## config.mk

```make
export PLATFORM = sky130hd
export DESIGN_NAME = tkvr_calc
export DESIGN_NICKNAME = d
export VERILOG_FILES = /design/src/rtl/tkvr_pkg.sv /design/src/rtl/tkvr_calc.sv
export SDC_FILE = /design/constraint.sdc
export NUM_CORES = 2
export LEC_CHECK = 0
export BUFFER_PORTS_ARGS = -buffer_cell sky130_fd_sc_hd__buf_4
export CORE_ASPECT_RATIO = 0.6
export CORE_UTILIZATION = 64
export DETAILED_ROUTE_END_ITERATION = 8
export PLACE_DENSITY = 0.83
export SKIP_LAST_GASP = 1
export SLEW_MARGIN = 5
export SYNTH_ARGS = -nofsm -noshare
export SYNTH_HDL_FRONTEND = slang
export SYNTH_SLANG_ARGS = --single-unit
```

## constraint.sdc

```tcl
create_clock -name clk -period 8.4 [get_ports clk]
set_input_delay 0.42 -clock clk [delete_from_list [all_inputs] [get_ports clk]]
set_output_delay 0.42 -clock clk [all_outputs]
set_load 0.005 [all_outputs]
```

## src/rtl/tkvr_pkg.sv

```systemverilog
package tkvr_pkg;

	localparam int LIST_DEPTH_DEF = 100;

	localparam logic [15:0] CFG_RESET = 16'd256;
	localparam logic [15:0] RATIO_MAX = 16'hFFFF;
	localparam logic [19:0] CAP_MAX   = 20'hFFFFF;

	localparam logic MODE_RECORD = 1'b0;
	localparam logic MODE_READ   = 1'b1;

	typedef struct packed {
		logic        mode;
		logic [6:0]  rank;
		logic [7:0]  period;
		logic [23:0] link;
		logic        dir;
		logic [23:0] volume;
		logic [19:0] capacity;
		logic [3:0]  lanes;
		logic        use_found;
		logic [3:0]  use_lanes;
	} tkvr_in_t;

	typedef struct packed {
		logic        valid_res;
		logic [15:0] ratio;
		logic [7:0]  out_period;
		logic [23:0] out_link;
		logic        out_dir;
		logic [19:0] out_volume;
		logic [19:0] out_capacity;
	} tkvr_out_t;

	// one list slot
	typedef struct packed {
		logic [15:0] ratio;
		logic [7:0]  period;
		logic [23:0] link;
		logic        dir;
		logic [19:0] volume;
		logic [19:0] capacity;
	} tkvr_entry_t;

	typedef struct packed {
		logic fin;
		logic ins;
	} tkvr_stat_t;

endpackage

```

## src/rtl/tkvr_calc.sv

```systemverilog
module tkvr_calc (
	input  logic                  clk,
	input  logic                  arst_n,
	input  logic                  go,
	input  tkvr_pkg::tkvr_in_t    req,
	input  logic [15:0]           factor,
	output tkvr_pkg::tkvr_stat_t  stat,
	output tkvr_pkg::tkvr_entry_t ent
);
	import tkvr_pkg::*;

	localparam logic [3:0] LDIV_LAST = 4'd7;
	localparam logic [3:0] RDIV_LAST = 4'd15;

	typedef enum logic [6:0] {
		C_IDLE = 7'b0000001,
		C_MUL  = 7'b0000010,
		C_CHK  = 7'b0000100,
		C_LDIV = 7'b0001000,
		C_RSET = 7'b0010000,
		C_RDIV = 7'b0100000,
		C_INS  = 7'b1000000
	} cstate_t;

	cstate_t     state_q;
	logic [3:0]  cnt_q;
	tkvr_in_t    req_q;
	logic [27:0] cap_q;
	logic [3:0]  le_q;
	logic [31:0] tod_q;
	logic [31:0] ldiv_q;
	logic [3:0]  lrem_q;
	logic [36:0] rem_q;
	logic [51:0] dsh_q;
	logic [15:0] quo_q;
	logic [15:0] ratio_q;

	logic [35:0] prod_w;
	logic [3:0]  lanes_w;
	logic [31:0] lprod_w;
	logic        skip_w;
	logic [31:0] ld_w;
	logic [3:0]  lr_w;
	logic [36:0] num_w;
	logic [36:0] den_w;
	logic        ovf_w;
	logic        rge_w;
	logic [24:0] volr_w;

	assign prod_w  = 36'(req_q.capacity) * 36'(factor) + 36'd128;
	assign lanes_w = (req_q.lanes == 4'd0) ? 4'd1 : req_q.lanes;
	assign lprod_w = 32'(cap_q) * 32'(req_q.use_lanes) + 32'(lanes_w >> 1);
	assign skip_w  = (req_q.volume == 24'd0) || (cap_q == 28'd0);

	// lane division: four quotient bits a cycle, remainder stays below the lane count
	always_comb begin
		logic [4:0] t;
		logic       ge;
		ld_w = ldiv_q;
		lr_w = lrem_q;
		for (int i = 0; i < 4; i++) begin
			t    = {lr_w, ld_w[31]};
			ge   = t >= {1'b0, le_q};
			lr_w = ge ? 4'(t - {1'b0, le_q}) : t[3:0];
			ld_w = {ld_w[30:0], ge};
		end
	end

	// round(vol*100 / (16*tod)) = (200*vol + 16*tod) / (32*tod)
	assign num_w = 37'(req_q.volume) * 37'd200 + 37'({tod_q, 4'b0});
	assign den_w = {tod_q, 5'b0};
	// also catches a zero divisor
	assign ovf_w = {16'b0, num_w} >= {den_w, 16'b0};
	assign rge_w = {15'b0, rem_q} >= dsh_q;

	assign volr_w = 25'(req_q.volume) + 25'd8;

	assign stat.ins = (state_q == C_INS);
	assign stat.fin = (state_q == C_INS) || ((state_q == C_CHK) && skip_w);

	assign ent.ratio    = ratio_q;
	assign ent.period   = req_q.period;
	assign ent.link     = req_q.link;
	assign ent.dir      = req_q.dir;
	assign ent.volume   = volr_w[24] ? CAP_MAX : volr_w[23:4];
	assign ent.capacity = (tod_q > 32'(CAP_MAX)) ? CAP_MAX : tod_q[19:0];

	always_ff @(posedge clk or negedge arst_n) begin
		if (!arst_n) begin
			state_q <= C_IDLE;
			cnt_q   <= '0;
		end else begin
			case (state_q)
				C_IDLE: begin
					if (go) state_q <= C_MUL;
				end
				C_MUL: begin
					state_q <= C_CHK;
				end
				C_CHK: begin
					cnt_q <= '0;
					if (skip_w) state_q <= C_IDLE;
					else if (req_q.use_found) state_q <= C_LDIV;
					else state_q <= C_RSET;
				end
				C_LDIV: begin
					cnt_q <= cnt_q + 4'd1;
					if (cnt_q == LDIV_LAST) state_q <= C_RSET;
				end
				C_RSET: begin
					cnt_q <= '0;
					state_q <= ovf_w ? C_INS : C_RDIV;
				end
				C_RDIV: begin
					cnt_q <= cnt_q + 4'd1;
					if (cnt_q == RDIV_LAST) state_q <= C_INS;
				end
				C_INS: begin
					state_q <= C_IDLE;
				end
				default: begin
					state_q <= C_IDLE;
				end
			endcase
		end
	end

	always_ff @(posedge clk) begin
		case (state_q)
			C_IDLE: begin
				if (go) req_q <= req;
			end
			C_MUL: begin
				cap_q <= prod_w[35:8];
			end
			C_CHK: begin
				ldiv_q <= lprod_w;
				lrem_q <= '0;
				le_q   <= lanes_w;
				tod_q  <= 32'(cap_q);
			end
			C_LDIV: begin
				ldiv_q <= ld_w;
				lrem_q <= lr_w;
				// a zero quotient falls back to half the capacity
				if (cnt_q == LDIV_LAST) tod_q <= (ld_w == 32'd0) ? 32'(cap_q >> 1) : ld_w;
			end
			C_RSET: begin
				ratio_q <= RATIO_MAX;
				rem_q   <= num_w;
				dsh_q   <= {den_w, 15'b0};
			end
			C_RDIV: begin
				if (rge_w) rem_q <= rem_q - dsh_q[36:0];
				dsh_q <= dsh_q >> 1;
				quo_q <= {quo_q[14:0], rge_w};
				if (cnt_q == RDIV_LAST) ratio_q <= {quo_q[14:0], rge_w};
			end
			default: begin
			end
		endcase
	end

endmodule

```

# Word level (Yosys, flattened, before mapping)
# Cells that the tools add are included.
dict set report op_classes {
  mux 25
  n_reduce_logical 17
  eq_ne 13
  add_sub_neg 10
  n_lt_le_gt_ge 7
  div_mod_pow 0
  shifts 0
  n_bitwise 0
  mul 3
}
# operator count
set op_table {}
lappend op_table {{one-hot mux 32 bit (2 select lines)} 2}
lappend op_table {{one-hot mux 52 bit (2 select lines)} 1}
lappend op_table {{one-hot mux 37 bit (2 select lines)} 1}
lappend op_table {{two-way mux 32 bit} 2}
lappend op_table {{greater-or-equal comparator 37 x 53 -> 1 bit} 1}
lappend op_table {{greater-or-equal comparator 37 x 52 -> 1 bit} 1}
lappend op_table {{one-hot mux 7 bit (6 select lines)} 1}
lappend op_table {{two-way mux 20 bit} 2}
lappend op_table {{adder 32 x 36 -> 37 bit} 1}
lappend op_table {{two-way mux 37 bit} 1}
lappend op_table {{subtractor 37 bit} 1}
lappend op_table {{adder 36 x 8 -> 36 bit (second input constant)} 1}
lappend op_table {{multiplier 20 x 16 -> 36 bit} 1}
lappend op_table {{adder 32 x 3 -> 32 bit} 1}
lappend op_table {{greater-than comparator 32 x 20 -> 1 bit (second input constant)} 1}
lappend op_table {{logical NOT 32 bit} 1}
lappend op_table {{multiplier 28 x 4 -> 32 bit} 1}
lappend op_table {{one-hot mux 16 bit (2 select lines)} 1}
lappend op_table {{multiplier 24 x 5 -> 29 bit (second input constant)} 1}
lappend op_table {{logical NOT 28 bit} 1}
lappend op_table {{two-way mux 7 bit} 4}
lappend op_table {{adder 24 x 4 -> 25 bit (second input constant)} 1}
lappend op_table {{logical NOT 24 bit} 1}
lappend op_table {{greater-or-equal comparator 5 x 4 -> 1 bit} 4}
lappend op_table {{23 further kinds} 42}
dict set report word_totals {
  reg_bits 317
  latch_bits 0
  romBits 0
  in_bits 113
  ramBits 0
  mem_count 0
  wordCells 95
  output_inout_bits 91
}

# Logic depth before layout (Yosys ltp)
dict set report logic_depth {
  word_depth 11
  depth_mapped 37
  ltp_nobuf 34
}

# Worst setup path after synthesis
# No wires, ideal clock.
dict set report synth_timing {
  path_kind {register to register}
  from {register req_q[34] in the netlist's numbering}
  to {register state_q[5]}
  stages_incl_launch_ff 32
  required_ns 8.272
  setup_time_ns 0.128
  arrival_ns 7.422
  slack_ns 0.849
  path_buffers 0
  cell_sequence {edfxtp_1 > ha_1 > ha_1 > fa_1 > ha_1 > or3_1 > nand4_1 > nand3_1 > o41ai_1 > o21bai_1 > a21oi_1 > xnor2_1 > ha_1 > a21oi_1 > o21ai_0 > a21o_1 > a21oi_1 > o21ai_0 > or3_1 > a31oi_1 > nor2_1 > and3_1 > ha_1 > and4_1 > and3_1 > nand2_1 > or4b_1 > a2111oi_2 > nand4bb_1 > or4_1 > o41ai_2 > o21ai_1}
}
dict set report synth_via {
  elab_chain_cells 5
}
# item line
set synth_lines {}
lappend synth_lines {{from (decl)} tkvr_calc.sv:27} ;# tkvr_in_t req_q;
lappend synth_lines {{from (signal assigned)} tkvr_calc.sv:131} ;# if (go) req_q <= req;
lappend synth_lines {{multiplier 24 x 5 -> 29 bit} tkvr_calc.sv:70} ;# assign num_w = 37'(req_q.volume) * 37'd200 + 37'({tod_q, 4'b0});
lappend synth_lines {{adder 32 x 36 -> 37 bit} tkvr_calc.sv:70}
lappend synth_lines {{greater-or-equal comparator 37 x 53 -> 1 bit} tkvr_calc.sv:73} ;# assign ovf_w = {16'b0, num_w} >= {den_w, 16'b0};
lappend synth_lines {{two-way mux 7 bit} tkvr_calc.sv:112} ;# state_q <= ovf_w ? C_INS : C_RDIV;
lappend synth_lines {{one-hot mux 7 bit (6 select lines)} tkvr_calc.sv:93} ;# case (state_q)
lappend synth_lines {{to (signal assigned)} tkvr_calc.sv:112}
lappend synth_lines {{to (decl)} tkvr_calc.sv:25} ;# cstate_t state_q;
# No other way between the ends.
# A chain may end at the register's enable or synchronous reset.

# Worst setup path after layout
dict set report layout_timing {
  from {register req_q[31] in the netlist's numbering}
  to {register state_q[5]}
}
# Same word-level chain as after synthesis.

==> reports/results.ini <==
[sta]
hold_viol = 0
holdWs_ns = 0.03721
rsz0062_at_grt = true
skew_ns = 0.02328
relSlewSlack_pct = 19.41
min_period_over_period_pct = 96.11
final.setup.tns_ns = 0
min_period_ns = 8.073
finalSetupViolCount = 0
final_max_slew_viol_count = 0
fmax_mhz = 123.9
worst_pin_slew_ns = 1.209

[global_route]
grt_usage_pct = 32.43
first_global_vias = 24250
antenna_found_initial = 1
grt.overflow.total = 0
grt_max_degree = 98
grt_pass1_wl_um = 132800

[setup_path]
end_kind = register
slowest_stage = or4b_1
crit_top_cell = ha_1
worstPathMaxFanout = 4
cp.arrival_ns = 8.48
critical-path-max-stage-delay_ns = 0.52
critical-path-top-delay-family = compound AO/OA/AOI/OAI gates
crit_required_ns = 8.81
r2r_start = req_q[31]
cp-startpoint = req_q[31]
critical_path_class = register to register
startpoint_type = register
crit_buf_inv = 2

[route]
post_drt_wl_per_cell_um = 19.86
ant_nets = 0
vias_per_cell = 5.917
first_iter_violations = 3078
vias = 25150
dr.pass1.iters = 8
routed_wl_um = 84430
drcViolationCount = 0

[floorplanning]
die_h_um = 178.2
row_count = 64
fp.dieArea_um2 = 52660
initial_core_util_pct = 64.88
fp.dieW_um = 295.6
io_pins = 204
core_area_um2 = 51010

[synthesis]
ys.flop_type = edfxtp_1
syn_nets = 4232
synthTopCellsByCount = nand2_1 (538), inv_1 (481), ha_1 (373)
synth-seq-area-share_pct = 28.60
ys_ff_latch = 317
synth_top_cell_area_share_pct = 27.76
yosysUniqueCellTypes = 74
synth-edff-count = 306
synthArstFlopShare_pct = 3.470
ys_warn_count = 0
yosysMostFrequentCell = nand2_1
synth_area_leaders = edfxtp_1 (28%), fa_1 (20%), ha_1 (14%)
synth.cell_area_um2 = 33100
synth_cells = 3417
syn_area_per_cell_um2 = 9.686
yosys.area.top_type = edfxtp_1

[cts]
clock_path_buffers = 3
clock_sinks = 317
htree_levels = 2
clk_latency_ns = 0.55
numCtsBuffers = 34
cts-root-buf = clkbuf_16
clk_pin_slew_ns = 0.08
cts_tree = built

[job]
maxCapViolCount = 0

[hold_path]
hp-class = input pin to register
min_from = req[33]

[finish]
fillers = 3744
num-nets-final = 4347
syn_to_final_growth_pct = 9.897
n_antenna_cell = 0
layout-drive-gt1-share_pct = 9.584

[placed_design]
io_buffers = 195
place_congestion = 0.9835
hpwlAfterDp_um = 64480

[run_status]
status = finished, final reports clean

-- logic make-up (layout without fill, tap and decap cells) --
| kind of cell | count (synthesis) | after routing | synth area share (%) |
|---|---|---|---|
| and+or+nand+nor | 1076 | 1076 | 15.45 |
| buffers and inverters | 628 | 769 | 7.527 |
| DFF | 317 | 317 | 28.60 |
| adders and majority gates | 702 | 702 | 34.00 |
| xor gates and xnor gates | 158 | 158 | 4.181 |
| AOI/OAI and AO/OA | 523 | 523 | 9.810 |
| muxes | 13 | 13 | 0.4272 |
-- placed cells by master, fill, tap and decap left out, drive strengths merged, types with 12 or more instances in the layout --
master / n
and3: 30
nand4: 35
nor2b: 19
o21a: 33
nor3: 25
ha: 373
xnor2: 109
nand2: 538
nand3: 42
nand2b: 38
fa: 329
o21ai: 155
nor4: 27
a31oi: 12
xor2: 49
clkbuf: 42
inv: 485
a21o: 65
o21bai: 15
a211oi: 13
edfxtp: 306
buf: 225
nor2: 120
a21oi: 148
and2: 158
-- state kept, by name, indices dropped and copies added, names as in the netlist --
name	cells
req_q	53
dsh_q	52
rem_q	37
ent	33
ldiv_q	32
tod_q	32
cap_q	28
ratio_q	16
quo_q	15
state_q	7
cnt_q	4
le_q	4
lrem_q	4
-- stage by stage --
stage | instance area [µm²] | util, % | cells | worst slack (ns)
floorplan | 33100 | - | 3417 | 0.8492
global placement | 34990 | 68.59 | 4180 | 0.3224
detailed placement | 34990 | 68.59 | 4180 | 0.2568
CTS | 36170 | 70.92 | 4243 | 0.1081
global route | 36370 | 71.31 | 4251 | -0.04830
finish | 36370 | 71.31 | 4251 | 0.3269
-- worst register-to-register path, delay by kind of cell, from the launching register on --
family | cells | cell delay, ns
xor+xnor | 2 | 0.35
fa+ha+maj | 6 | 1.91
flops | 1 | 0.40
buf+inv | 2 | 0.37
compound gates | 11 | 2.71
simple gates | 10 | 2.19
-- worst paths after layout --
| path | endpoint | slack [ns] | cells past startpoint |
|---|---|---|---|
| hold / removal | req_q[33] | 0.04 | 1 |
| setup / recovery | state_q[5] | 0.33 | 31 |
| min in group asynchronous | cnt_q[3] | 0.28 | 2 |
| hold reg to reg | quo_q[10] | 0.44 | 0 |
| max in group asynchronous | state_q[0] | 7.89 | 2 |
| setup reg to reg | state_q[5] | 0.33 | 31 |
-- area by class of cell --
| type | count | area (µm²) | share of cell area [%] |
|---|---|---|---|
| Clock buffer | 42 | 922.1 | 2.535 |
| Clock inverter | 20 | 255.2 | 0.7018 |
| Inverter | 481 | 1805 | 4.964 |
| Multi-Input combinational cell | 2472 | 21360 | 58.72 |
| Sequential cell | 317 | 9465 | 26.02 |
| Tap cell | 693 | 867.1 | 2.384 |
| Timing Repair Buffer | 226 | 1699 | 4.671 |
-- metal layers --
| metal | vias up | part of all wire, % | global-route usage (%) |
|---|---|---|---|
| li1 | 11590 | - | - |
| met1 | 12020 | 43 | 48.49 |
| met2 | 1394 | 42 | 46.67 |
| met3 | 148 | 12 | 8.036 |
| met4 | 0 | 2.8 | 9.003 |
| met5 | - | 0 | 0 |
-- what timing repair did --
| item | CTS | global route |
|---|---|---|
| hold endpoints to repair | 11 | 0 |
| gates resized for setup | 0 | 27 |
| setup buffers | 0 | 8 |
| hold buffers | 1 | 0 |
| endpoints found under the setup margin | 0 | 34 |
Power is left out: the tool's default activity adds up to more than one toggle a clock period on the data nets, which glitch-free logic cannot reach.
