===== config.mk =====
export PLATFORM = sky130hd
export DESIGN_NAME = tkvr_cell
export DESIGN_NICKNAME = d
export VERILOG_FILES = /design/src/rtl/tkvr_pkg.sv /design/src/rtl/tkvr_cell.sv
export SDC_FILE = /design/constraint.sdc
export NUM_CORES = 1
export LEC_CHECK = 0
export ABC_AREA = 1
export BUFFER_PORTS_ARGS = -buffer_cell sky130_fd_sc_hd__buf_2
export CORE_AREA = 2 2 106 108
export DETAILED_ROUTE_END_ITERATION = 16
export DIE_AREA = 0 0 108 110
export PLACE_DENSITY = 0.84
export SYNTH_ARGS = -nofsm -noshare
export SYNTH_HDL_FRONTEND = slang
export SYNTH_SLANG_ARGS = --single-unit

===== constraint.sdc =====
create_clock -name clk -period 3.76 [get_ports clk]
set_input_delay 0.188 -clock clk [delete_from_list [all_inputs] [get_ports clk]]
set_output_delay 0.188 -clock clk [all_outputs]
set_load 0.02 [all_outputs]

===== src/rtl/tkvr_pkg.sv =====
package tkvr_pkg;

	localparam int LIST_DEPTH_DEF = 100;

	localparam logic [15:0] CFG_RESET = 16'd256;
	localparam logic [15:0] RATIO_MAX = 16'hFFFF;
	localparam logic [19:0] CAP_MAX   = 20'hFFFFF;

	localparam logic MODE_RECORD = 1'b0;
	localparam logic MODE_READ   = 1'b1;

	typedef struct packed {
		logic        mode;
		logic [6:0]  rank;
		logic [7:0]  period;
		logic [23:0] link;
		logic        dir;
		logic [23:0] volume;
		logic [19:0] capacity;
		logic [3:0]  lanes;
		logic        use_found;
		logic [3:0]  use_lanes;
	} tkvr_in_t;

	typedef struct packed {
		logic        valid_res;
		logic [15:0] ratio;
		logic [7:0]  out_period;
		logic [23:0] out_link;
		logic        out_dir;
		logic [19:0] out_volume;
		logic [19:0] out_capacity;
	} tkvr_out_t;

	// one list slot
	typedef struct packed {
		logic [15:0] ratio;
		logic [7:0]  period;
		logic [23:0] link;
		logic        dir;
		logic [19:0] volume;
		logic [19:0] capacity;
	} tkvr_entry_t;

	typedef struct packed {
		logic fin;
		logic ins;
	} tkvr_stat_t;

endpackage


===== src/rtl/tkvr_cell.sv =====
module tkvr_cell (
	input  logic                  clk,
	input  logic                  arst_n,
	input  logic                  ins,
	input  tkvr_pkg::tkvr_entry_t new_e,
	input  tkvr_pkg::tkvr_entry_t prev_e,
	input  logic                  prev_gt,
	output tkvr_pkg::tkvr_entry_t e,
	output logic                  gt
);
	import tkvr_pkg::*;

	tkvr_entry_t e_q;

	// the list is sorted, so gt is set from the insertion slot downward
	assign gt = new_e.ratio > e_q.ratio;
	assign e  = e_q;

	always_ff @(posedge clk or negedge arst_n) begin
		if (!arst_n) begin
			e_q <= '0;
		end else if (ins && gt) begin
			// below the slot: take the neighbor's entry; at the slot: take the new one
			e_q <= prev_gt ? prev_e : new_e;
		end
	end

endmodule


======== Word level (Yosys, flattened, before mapping) ========
Index checks and enable logic that the tools add are counted.
cells by class
  add/subtract/negate cells ............... 0
  $mul .................................... 0
  divide/modulo/power cells ............... 0
  magnitude comparators ................... 1
  eq/ne operators ......................... 0
  shift-type cells ........................ 0
  mux-type cells .......................... 1
  bitwise logic cells ..................... 0
  reduce and logical (&&, ||, !) cells .... 1
operators with widths
  operator             count
  2-to-1 mux 89 bit    1
  > comparator 16 bit  1
  logical AND 1 bit    1
storage, ports and cells
  register bits ........................... 89
  latch bits .............................. 0
  RAM bits ................................ 0
  ROM bits ................................ 0
  input bits .............................. 182
  output and inout bits ................... 90
  word-level logic and storage cells ...... 9
  memories kept ........................... 0

======== Logic depth before layout (Yosys ltp) ========
Gate-level depths: netlist of run 1.
  word-level depth ........................ 2
  depth in mapped cells ................... 16

======== Least setup slack after synthesis of run 1 ========
OpenSTA, ideal clock, no wires.
  path type ............................... register to output
  start point ............................. register e_q, in the netlist e[84]
  end point ............................... output port gt
  arrival time ............................ 2.016 ns
  data required time ...................... 3.572 ns
  slack ................................... 1.556 ns
  cell stages (with the launch flop) ...... 9
  cells stage by stage .................... dfrtp_1 > inv_1 > ha_1 > nand4_1 > nor3_2 > nand3_1 > buf_2 > clkbuf_1 > a21boi_0
between the ends
  word-level cells in the longest chain between the ends .. 1
RTL lines
  item                    line             source
  start, declared         tkvr_cell.sv:13  tkvr_entry_t e_q;
  start signal, assigned  tkvr_cell.sv:24  e_q <= prev_gt ? prev_e : new_e;
  > comparator 16 bit     tkvr_cell.sv:16  assign gt = new_e.ratio > e_q.ratio;
  end, declared           tkvr_cell.sv:9   output logic gt
No other way between the ends.

======== Worst setup path after layout of run 1 ========
  start point ............................. register e_q, in the netlist e[88]
  end point ............................... output port gt
The elaborated chain is that of the path after synthesis.

==> flow_summary.yaml, run 1 <==
run_status:
  status: "complete, no violations"
pwr:
  combPwrFrac: 0.510
  internal_power_mw: 2.547
  seq_power_share: 0.350
  clockPowerShare: 0.141
  p_switching_mw: 2.236
  power.density_nw_per_um2: 710.7
  ir_drop_mv: 0.3586
  p_leak_nw: 3.735
  netSwitchingFraction: 0.4675
finish:
  fin_nets: 1006
  layout_common_cells: "buf_2, nand2_1, nand4_1"
  drive_gt1_frac: 0.4748
  layout_commonest_cell: "buf_2"
  synthToLayoutAreaGrowth_pct: 31.75
  largest_reg_flops: 89
  n_antenna_cell: 0
synth:
  synth-edff-count: 0
  synth_seq_cells: 89
  postSynthAreaPerCell_um2: 9.024
  async_reset_ff_frac: 1.000
  syn_inst: 566
  synth_top_family_by_area: "simple AND/OR/NAND/NOR gates"
  synthAdderAreaFrac: 0.03920
  ys_warn_count: 0
  syn-cell-area_um2: 5107
  ys.flop_type: "dfrtp_1"
  synthXorXnorAreaFrac: 0
  seq_area_frac_synth: 0.4361
  syn_nets: 764
  synth_mux_area_frac: 0.1940
  ys_types: 20
  post_synth_and_or_nand_nor_area_fraction: 0.2643
  synth_compound_area_frac: 0.01078
routing:
  drt_first_pass_iters: 5
  drc: 0
  finalWirelength_um: 14690
  viasPerCell: 5.291
  wl_per_cell_um: 15.42
  drt_iter0_markers: 274
  num_vias: 5042
  ant_nets: 0
timing:
  relSlewSlack: 0.2908
  hold_slack_ps: 201.7
  period_needed_ps: 2725
  min_period_over_period: 0.7248
  worstMarginPinSlew_ps: 1064
  fin_setup_tns_ps: 0
  setup_violations: 0
  fin_skew_ps: 16.96
  max_freq_mhz: 366.9
  drv_slew: 0
  rsz0062_at_grt: "no"
  finalHoldViolCount: 0
floorplan:
  pin_count: 272
  die_w_um: 108
  core-area_um2: 10700
  floorplan.initialDensity: 0.4774
  die_y_um: 110
  dieArea_um2: 11880
  rows: 38
cts:
  clk_pin_slew_worst_paths_ps: 100
  cts_root_buffer: "clkbuf_8"
  clk_latency_ps: 350
  cts_tree: "built"
  cts_buffer_depth: 2
  numCtsBuffers: 9
  ctsHtreeMaxLevel: 3
  postCtsSetupBuffers: 0
  cts.sinks: 89
grt:
  grt_max_degree: 91
  grt_pass1_vias: 4894
  grt_pass1_wl_um: 23030
  grtUsageTotal: 0.2457
  grt-ovfl-total: 0
  antenna_found_initial: 0
placed_design:
  hpwl_um: 10660
  place.port_buffers: 271
  place_congestion: 0.7886
setup_path:
  crit_required_ps: 3570
  cp.arrival_ps: 2540
  path_class: "reg2out"
  end_kind: "primary output"
  start_kind: "flop"
  worst-path-max-fanout: 57
run:
  maxCapViolCount: 0
worst_hold_path:
  hold_class: "in2reg"
==> synth_stat cells, types with 2 or more instances <==
| library cell | instances | area, um^2 |
|---|---|---|
| nor2_1 | 5 | 18.77 |
| nand3_1 | 2 | 10.01 |
| dfrtp_1 | 89 | 2227 |
| inv_1 | 20 | 75.07 |
| mux2_2 | 88 | 991.0 |
| nand2_1 | 195 | 732.0 |
| clkbuf_1 | 29 | 108.9 |
| nand4_1 | 90 | 563.0 |
| buf_2 | 11 | 55.05 |
| buf_1 | 5 | 18.77 |
| a21oi_1 | 6 | 30.03 |
| o21ai_0 | 2 | 10.01 |
| ha_1 | 16 | 200.2 |
| buf_4 | 2 | 15.01 |
==> final timing paths <==
| kind | start | endpoint | slack, ps | cells past startpoint |
|---|---|---|---|---|
| worst max-delay path | e[88] | gt | 1030 | 7 |
| worst min-delay path | prev_e[73] | e[73] | 200 | 5 |
| worst max register to register | e[88] | e[47] | 1160 | 9 |
| worst min register to register | e[2] | e[2] | 470 | 2 |
| max in group asynchronous | arst_n | e[60] | 2390 | 3 |
| min in group asynchronous | arst_n | e[39] | 440 | 2 |
==> repair_timing <==
| item | CTS | global route |
|---|---|---|
| hold buffers | 1 | 0 |
| resized for setup | 0 | 0 |
| hold endpoints to repair | 58 | 0 |
==> per-stage QoR <==
step                      cells    util  worst slack [ps]  total power [mW]  area [um^2]
after CTS                   953  0.6290              1010             4.820         6729
after detailed placement    936  0.6095              1179             4.135         6520
after floorplan             566       -              1556             3.247         5107
final                       953  0.6290              1035             4.782         6729
after global placement      936  0.6095              1246             4.062         6520
after global routing        953  0.6290             849.4             5.154         6729
==> final cells by class <==
type	instances	area, um^2
timing repair buffer	279	1436
sequential	89	2227
multi-input combinational	409	2616
clock inverter	7	75.07
clock buffer	9	123.9
tap	140	175.2
inverter	20	75.07
fill	937	3969
==> power groups by stage <==
stage	sequential [mW]	clock (mW)	combinational, mW
after global placement	1.68	0	2.39
final	1.67	0.673	2.44
after global routing	1.73	0.734	2.69
after detailed placement	1.68	0	2.45
after floorplan	2.24	0	1.00
after CTS	1.67	0.692	2.46
==> critical path, stage by stage (launching register included) <==
cell and delay [ps]:
dfrtp_1 380, inv_1 50, ha_1 280, nand2_1 90, nor3_2 280, nand3_4 550, a21boi_0 350, buf_2 190
==> cell families after synthesis <==
group           after synthesis
simple gates                295
buf+inv                      68
fa+ha+maj                    16
compound gates               10
flops                        89
mux                          88
==> metal layers <==
metal / vias up / global-route usage / part of all wire
met3: 39 / 0.05173 / 0.070
met1: 2351 / 0.2901 / 0.39
met2: 219 / 0.4317 / 0.51
li1: 2433 / - / -
met4: 0 / 0.1108 / 0.033
met5: - / 0 / 0
Power figures use the tool's default switching activity.
==> run 2, diff against run 1 <==
--- a/config.mk
+++ b/config.mk
@@ -7,10 +7,9 @@
 export LEC_CHECK = 0
 export ABC_AREA = 1
 export BUFFER_PORTS_ARGS = -buffer_cell sky130_fd_sc_hd__buf_2
-export CORE_AREA = 2 2 106 108
+export CORE_UTILIZATION = 41
 export DETAILED_ROUTE_END_ITERATION = 16
-export DIE_AREA = 0 0 108 110
-export PLACE_DENSITY = 0.84
+export PLACE_DENSITY = 0.77
 export SYNTH_ARGS = -nofsm -noshare
 export SYNTH_HDL_FRONTEND = slang
 export SYNTH_SLANG_ARGS = --single-unit
==> constraint.sdc (replaced) <==
create_clock -name clk -period 2.3 [get_ports clk]
set_input_delay 0.115 -clock clk [delete_from_list [all_inputs] [get_ports clk]]
set_output_delay 0.115 -clock clk [all_outputs]
set_load 0.02 [all_outputs]
==> run 2 against run 1 <==
Sequential share of layout area is 1.2 points lower; global-route usage decreased by 1.9 points; worst hold slack lost 41 ps; die area increased by 8.6%; total power grew 74%; final area grew 3.9%; first-iteration DRC count up 9.1%; final cell count grew 3.6%; sequential cell count is the same; clock power grew 120%; largest cell class unchanged.
==> flow_summary.yaml, run 2 (synthesized netlist as in run 1, its figures left out) <==
floorplan:
  die_y_um: 113.6
  pin_count: 272
  rows: 40
  floorplan.initialDensity: 0.4234
  dieArea_um2: 12910
  core-area_um2: 12060
  die_w_um: 113.6
routing:
  wl_per_cell_um: 14.77
  viasPerCell: 5.189
  ant_nets: 0
  drt_first_pass_iters: 8
  finalWirelength_um: 14580
  drt_iter0_markers: 299
  num_vias: 5122
  drc: 0
placed_design:
  place_congestion: 0.8044
  place_ws_ps: 303.0
  dpl-instance-area_um2: 6675
  place.port_buffers: 271
  hpwl_um: 10530
grt:
  grt_pass1_wl_um: 23030
  grt_use_met1: 0.2772
  grt_max_degree: 58
  grtUsageTotal: 0.2266
  grt_util_met3: 0.03613
  grt-ovfl-total: 0
  busiest_layer: "met2"
  met2_usage: 0.3939
  antenna_found_initial: 0
  grt_pass1_vias: 4784
setup_path:
  critical_path.slowest_cell: "dfrtp_1"
  path_class: "reg2out"
  path_cells: "inv_1, ha_1, nand2_1, nor3_2, nand3_4, a21boi_0, buf_2"
  worst-path-max-fanout: 15
  end_kind: "primary output"
  cp.arrival_ps: 2050
  crit_required_ps: 2180
  start_kind: "flop"
  max_stage_delay_ps: 360
cts:
  numCtsBuffers: 9
  cts_tree: "built"
  clk_latency_ps: 330
  clk_pin_slew_worst_paths_ps: 70
  ctsHtreeMaxLevel: 3
  cts.sinks: 89
  cts_root_buffer: "clkbuf_16"
  cts_buffer_depth: 2
  postCtsSetupBuffers: 0
timing:
  fin_skew_ps: 6.998
  drv_slew: 0
  timing.final.ws_setup_ps: 132.2
  finalHoldViolCount: 0
  fin_setup_tns_ps: 0
  relSlewSlack: 0.6390
  worstMarginPinSlew_ps: 541.6
  setup_violations: 0
  min_period_over_period: 0.9425
  rsz0062_at_grt: "no"
  period_needed_ps: 2168
  max_freq_mhz: 461.3
worst_hold_path:
  hold_class: "in2reg"
finish:
  drive_gt1_frac: 0.4774
  final_cell_area_um2: 6993
  fin_util: 0.5798
  synthToLayoutAreaGrowth_pct: 36.92
  layout_commonest_cell: "buf_2"
  regArea_um2: 2227
  fin_nets: 1012
  n_antenna_cell: 0
  multi_input_area_um2: 2616
  layout_common_cells: "buf_2, nand2_1, nand4_1"
  n_fill_cell: 1107
  largest_reg_flops: 89
pwr:
  clockPowerShare: 0.180
  netSwitchingFraction: 0.4417
  seq_power_share: 0.328
  p_leak_nw: 3.836
  combPwrFrac: 0.491
  p_switching_mw: 3.680
  internal_power_mw: 4.652
  total_power_mw: 8.332
  power.density_nw_per_um2: 1191
  ir_drop_mv: 0.5297
run_status:
  status: "complete, no violations"
run:
  maxCapViolCount: 0
-- run 2: cell types whose count changed in the layout (fill, tap and decap cells not counted), sizes merged --
cell,delta
clkinvlp,+1
inv,-4
clkbuf,+3
buf,+6
-- run 2: area by class of cell --
class | count | share of cell area
timing repair buffer | 285 | 0.2226
inverter | 20 | 0.01074
tap | 168 | 0.03006
multi-input combinational | 409 | 0.3741
sequential | 89 | 0.3185
clock inverter | 4 | 0.007336
clock buffer | 12 | 0.03668
-- run 2: through the flow --
| stage | hold WS, ps | std cells |
|---|---|---|
| final | 160.8 | 987 |
| after global routing | 163.4 | 987 |
| after CTS | 145.3 | 987 |
| after detailed placement | 133.7 | 970 |
| after global placement | 123.9 | 970 |
| after floorplan | -180.6 | 566 |
-- run 2: final timing paths --
| check | endpoint | cells past startpoint | slack (ps) | start |
|---|---|---|---|---|
| setup reg to reg | e[33] | 12 | 290 | e[80] |
| max in group asynchronous | e[1] | 3 | 1320 | arst_n |
| setup / recovery | gt | 7 | 130 | e[88] |
| hold / removal | e[49] | 4 | 160 | prev_e[49] |
| hold reg to reg | e[17] | 2 | 460 | e[17] |
| min in group asynchronous | e[58] | 2 | 300 | arst_n |
-- run 2: per-layer routing --
layer  up-vias  part of all wire
met5         -                 0
li1       2445                 -
met4         0             0.027
met2       246              0.51
met1      2401              0.40
met3        30             0.064
-- run 2: repair_timing --
| action | in CTS | in global routing |
|---|---|---|
| endpoints found under the hold margin | 40 | 0 |
| hold buffers | 1 | 0 |
| resized for setup | 0 | 0 |
-- run 2: power groups by stage --
stage	combinational [mW]	clock, mW	sequential [mW]
CTS	4.14	1.55	2.74
global placement	4.03	0	2.73
detailed placement	4.14	0	2.74
finish	4.09	1.50	2.74
floorplan	1.64	0	3.67
global route	4.48	1.63	2.83
-- run 2: worst max-delay path: cells and delay by family (launching register included) --
| kind | cells | cell delay, ps |
|---|---|---|
| DFF | 1 | 360 |
| buffers and inverters | 2 | 240 |
| adders and majority gates | 1 | 290 |
| and+or+nand+nor | 3 | 630 |
| AOI/OAI and AO/OA | 1 | 210 |
==> run 3, diff against run 2 <==
--- a/config.mk
+++ b/config.mk
@@ -7,9 +7,11 @@
 export LEC_CHECK = 0
 export ABC_AREA = 1
 export BUFFER_PORTS_ARGS = -buffer_cell sky130_fd_sc_hd__buf_2
+export CORE_MARGIN = 2
 export CORE_UTILIZATION = 41
 export DETAILED_ROUTE_END_ITERATION = 16
 export PLACE_DENSITY = 0.77
+export RECOVER_POWER = 50
 export SYNTH_ARGS = -nofsm -noshare
 export SYNTH_HDL_FRONTEND = slang
 export SYNTH_SLANG_ARGS = --single-unit
==> run 3 against run 2 <==
Die area up 3.6%; total power decreased by 3.3%; utilization shrank 1.3 points; register-to-register slack worse by 20 ps; critical path type unchanged; critical endpoint unchanged; largest cell class unchanged.
==> flow_summary.yaml, run 3 (synthesized netlist as in run 1, its figures left out) <==
run_status:
  status: "complete, no violations"
worst_hold_path:
  hold_class: "in2reg"
  min-delay-start: "prev_e[8]"
  min_to: "e[8]"
  holdPathStages: 4
timing:
  period_needed_ps: 2065
  timing.final.ws_setup_ps: 235.1
  min_period_over_period: 0.8978
  fin_skew_ps: 5.824
  setup_violations: 0
  fin_setup_tns_ps: 0
  max_freq_mhz: 484.3
  drv_slew: 0
  finalHoldViolCount: 0
  worstMarginPinSlew_ps: 888.4
  rsz0062_at_grt: "no"
  relSlewSlack: 0.4077
finish:
  fin_util: 0.5665
  layout_common_cells: "nand2_1, buf_2, nand4_1, clkbuf_1, dfrtp_1"
  n_antenna_cell: 0
  drive_gt1_frac: 0.3656
  synthToLayoutAreaGrowth_pct: 33.78
  fin_nets: 1010
  largest_reg_flops: 89
  layout_commonest_cell: "nand2_1"
cts:
  cts_tree: "built"
  clk_pin_slew_worst_paths_ps: 60
  cts.sinks: 89
  cts_root_buffer: "clkbuf_16"
  ctsHtreeMaxLevel: 3
  cts_buffer_depth: 2
  clk_latency_ps: 330
  numCtsBuffers: 9
setup_path:
  crit_required_ps: 2180
  path_class: "reg2out"
  worst-path-max-fanout: 3
  r2r_cells: 11
  worstReg2RegEnd: "e[37]"
  reg2reg_from: "e[80]"
  cp.arrival_ps: 1950
  end_kind: "primary output"
  r2r_slack_ps: 270
  start_kind: "flop"
pwr:
  seq_power_share: 0.346
  power.density_nw_per_um2: 1179
  p_leak_nw: 3.524
  combPwrFrac: 0.476
  internal_power_mw: 4.380
  p_switching_mw: 3.676
  clockPowerShare: 0.178
  ir_drop_mv: 0.4959
  netSwitchingFraction: 0.4563
routing:
  drt_first_pass_iters: 4
  drt_iter0_markers: 354
  route.met2.wl_um: 7572
  num_vias: 5010
  top_layer: "met4"
  ant_nets: 0
  finalWirelength_um: 14650
  wl_met1_um: 6154
  drc: 0
  viasPerCell: 5.097
  met3WireLength_um: 755
  wl_per_cell_um: 14.91
floorplan:
  floorplan.initialDensity: 0.4234
  rows: 40
  dieArea_um2: 13370
  die_y_um: 115.6
  pin_count: 272
  core-area_um2: 12060
  die_w_um: 115.6
grt:
  antenna_found_initial: 0
  grt_pass1_wl_um: 22490
  grt-ovfl-total: 0
  grt_pass1_vias: 4599
  grt_max_degree: 64
  grtUsageTotal: 0.2110
placed_design:
  hpwl_um: 10520
  place_congestion: 0.8088
  place_ws_ps: 156.2
  place.port_buffers: 271
run:
  maxCapViolCount: 0
==> run 3: worst max-delay path by stage <==
| stage | from | end | slack, ps | cells after the start |
|---|---|---|---|---|
| 2_1_floorplan | e[84] | gt | 170 | 8 |
| 3_3_place_gp | e[80] | e[37] | 190 | 11 |
| 3_5_place_dp | e[80] | e[37] | 160 | 11 |
| 4_1_cts | e[80] | e[37] | 150 | 11 |
| 5_1_grt | e[78] | gt | 80 | 9 |
| 6_report | e[80] | gt | 240 | 9 |
==> run 3: cell type report <==
type                    instances  area [um^2]
inverters                      20        75.07
fillers                      1160         5229
well taps                     168        210.2
clock inverters                 3        42.54
flip-flops and latches         89         2227
repair buffers                283         1419
multi-input cells             409         2616
clock buffers                  11        242.7
==> run 3: stage by stage <==
step	total power, mW	instances	hold slack (ps)	instance area (um^2)
after global routing	8.641	983	173.8	6833
after CTS	8.292	982	151.2	6948
after floorplan	5.308	566	-180.6	5107
after detailed placement	6.830	967	109.4	6653
final	8.056	983	167.1	6833
after global placement	6.741	967	104.9	6653
==> run 3: power by group through the flow <==
stage	logic, mW	clock network (mW)	registers [mW]
floorplan	1.64	0	3.67
finish	3.84	1.43	2.79
global route	4.23	1.53	2.88
detailed placement	4.06	0	2.77
global placement	3.98	0	2.76
CTS	4.07	1.46	2.76
==> run 3: routing by layer <==
| metal | up-vias | global-route usage |
|---|---|---|
| met1 | 2366 | 0.2663 |
| met4 | 0 | 0.06508 |
| met5 | - | 0 |
| li1 | 2440 | - |
| met2 | 193 | 0.3758 |
| met3 | 11 | 0.02877 |
==> run 3: timing repair <==
item | 4_1_cts | 5_1_grt
hold endpoints to repair | 36 | 0
setup endpoints to repair | 0 | 20
hold buffers | 1 | 0
setup buffers | 0 | 1
gates resized for setup | 0 | 1
==> run 3: critical path, stage by stage (launching register included) <==
cell and delay, ps:
dfrtp_1 380, inv_1 60, ha_1 280, nand2_1 70, nor2_1 220, nand2_1 80
nand2_1 70, nand2_1 70, a21boi_0 190, buf_2 210
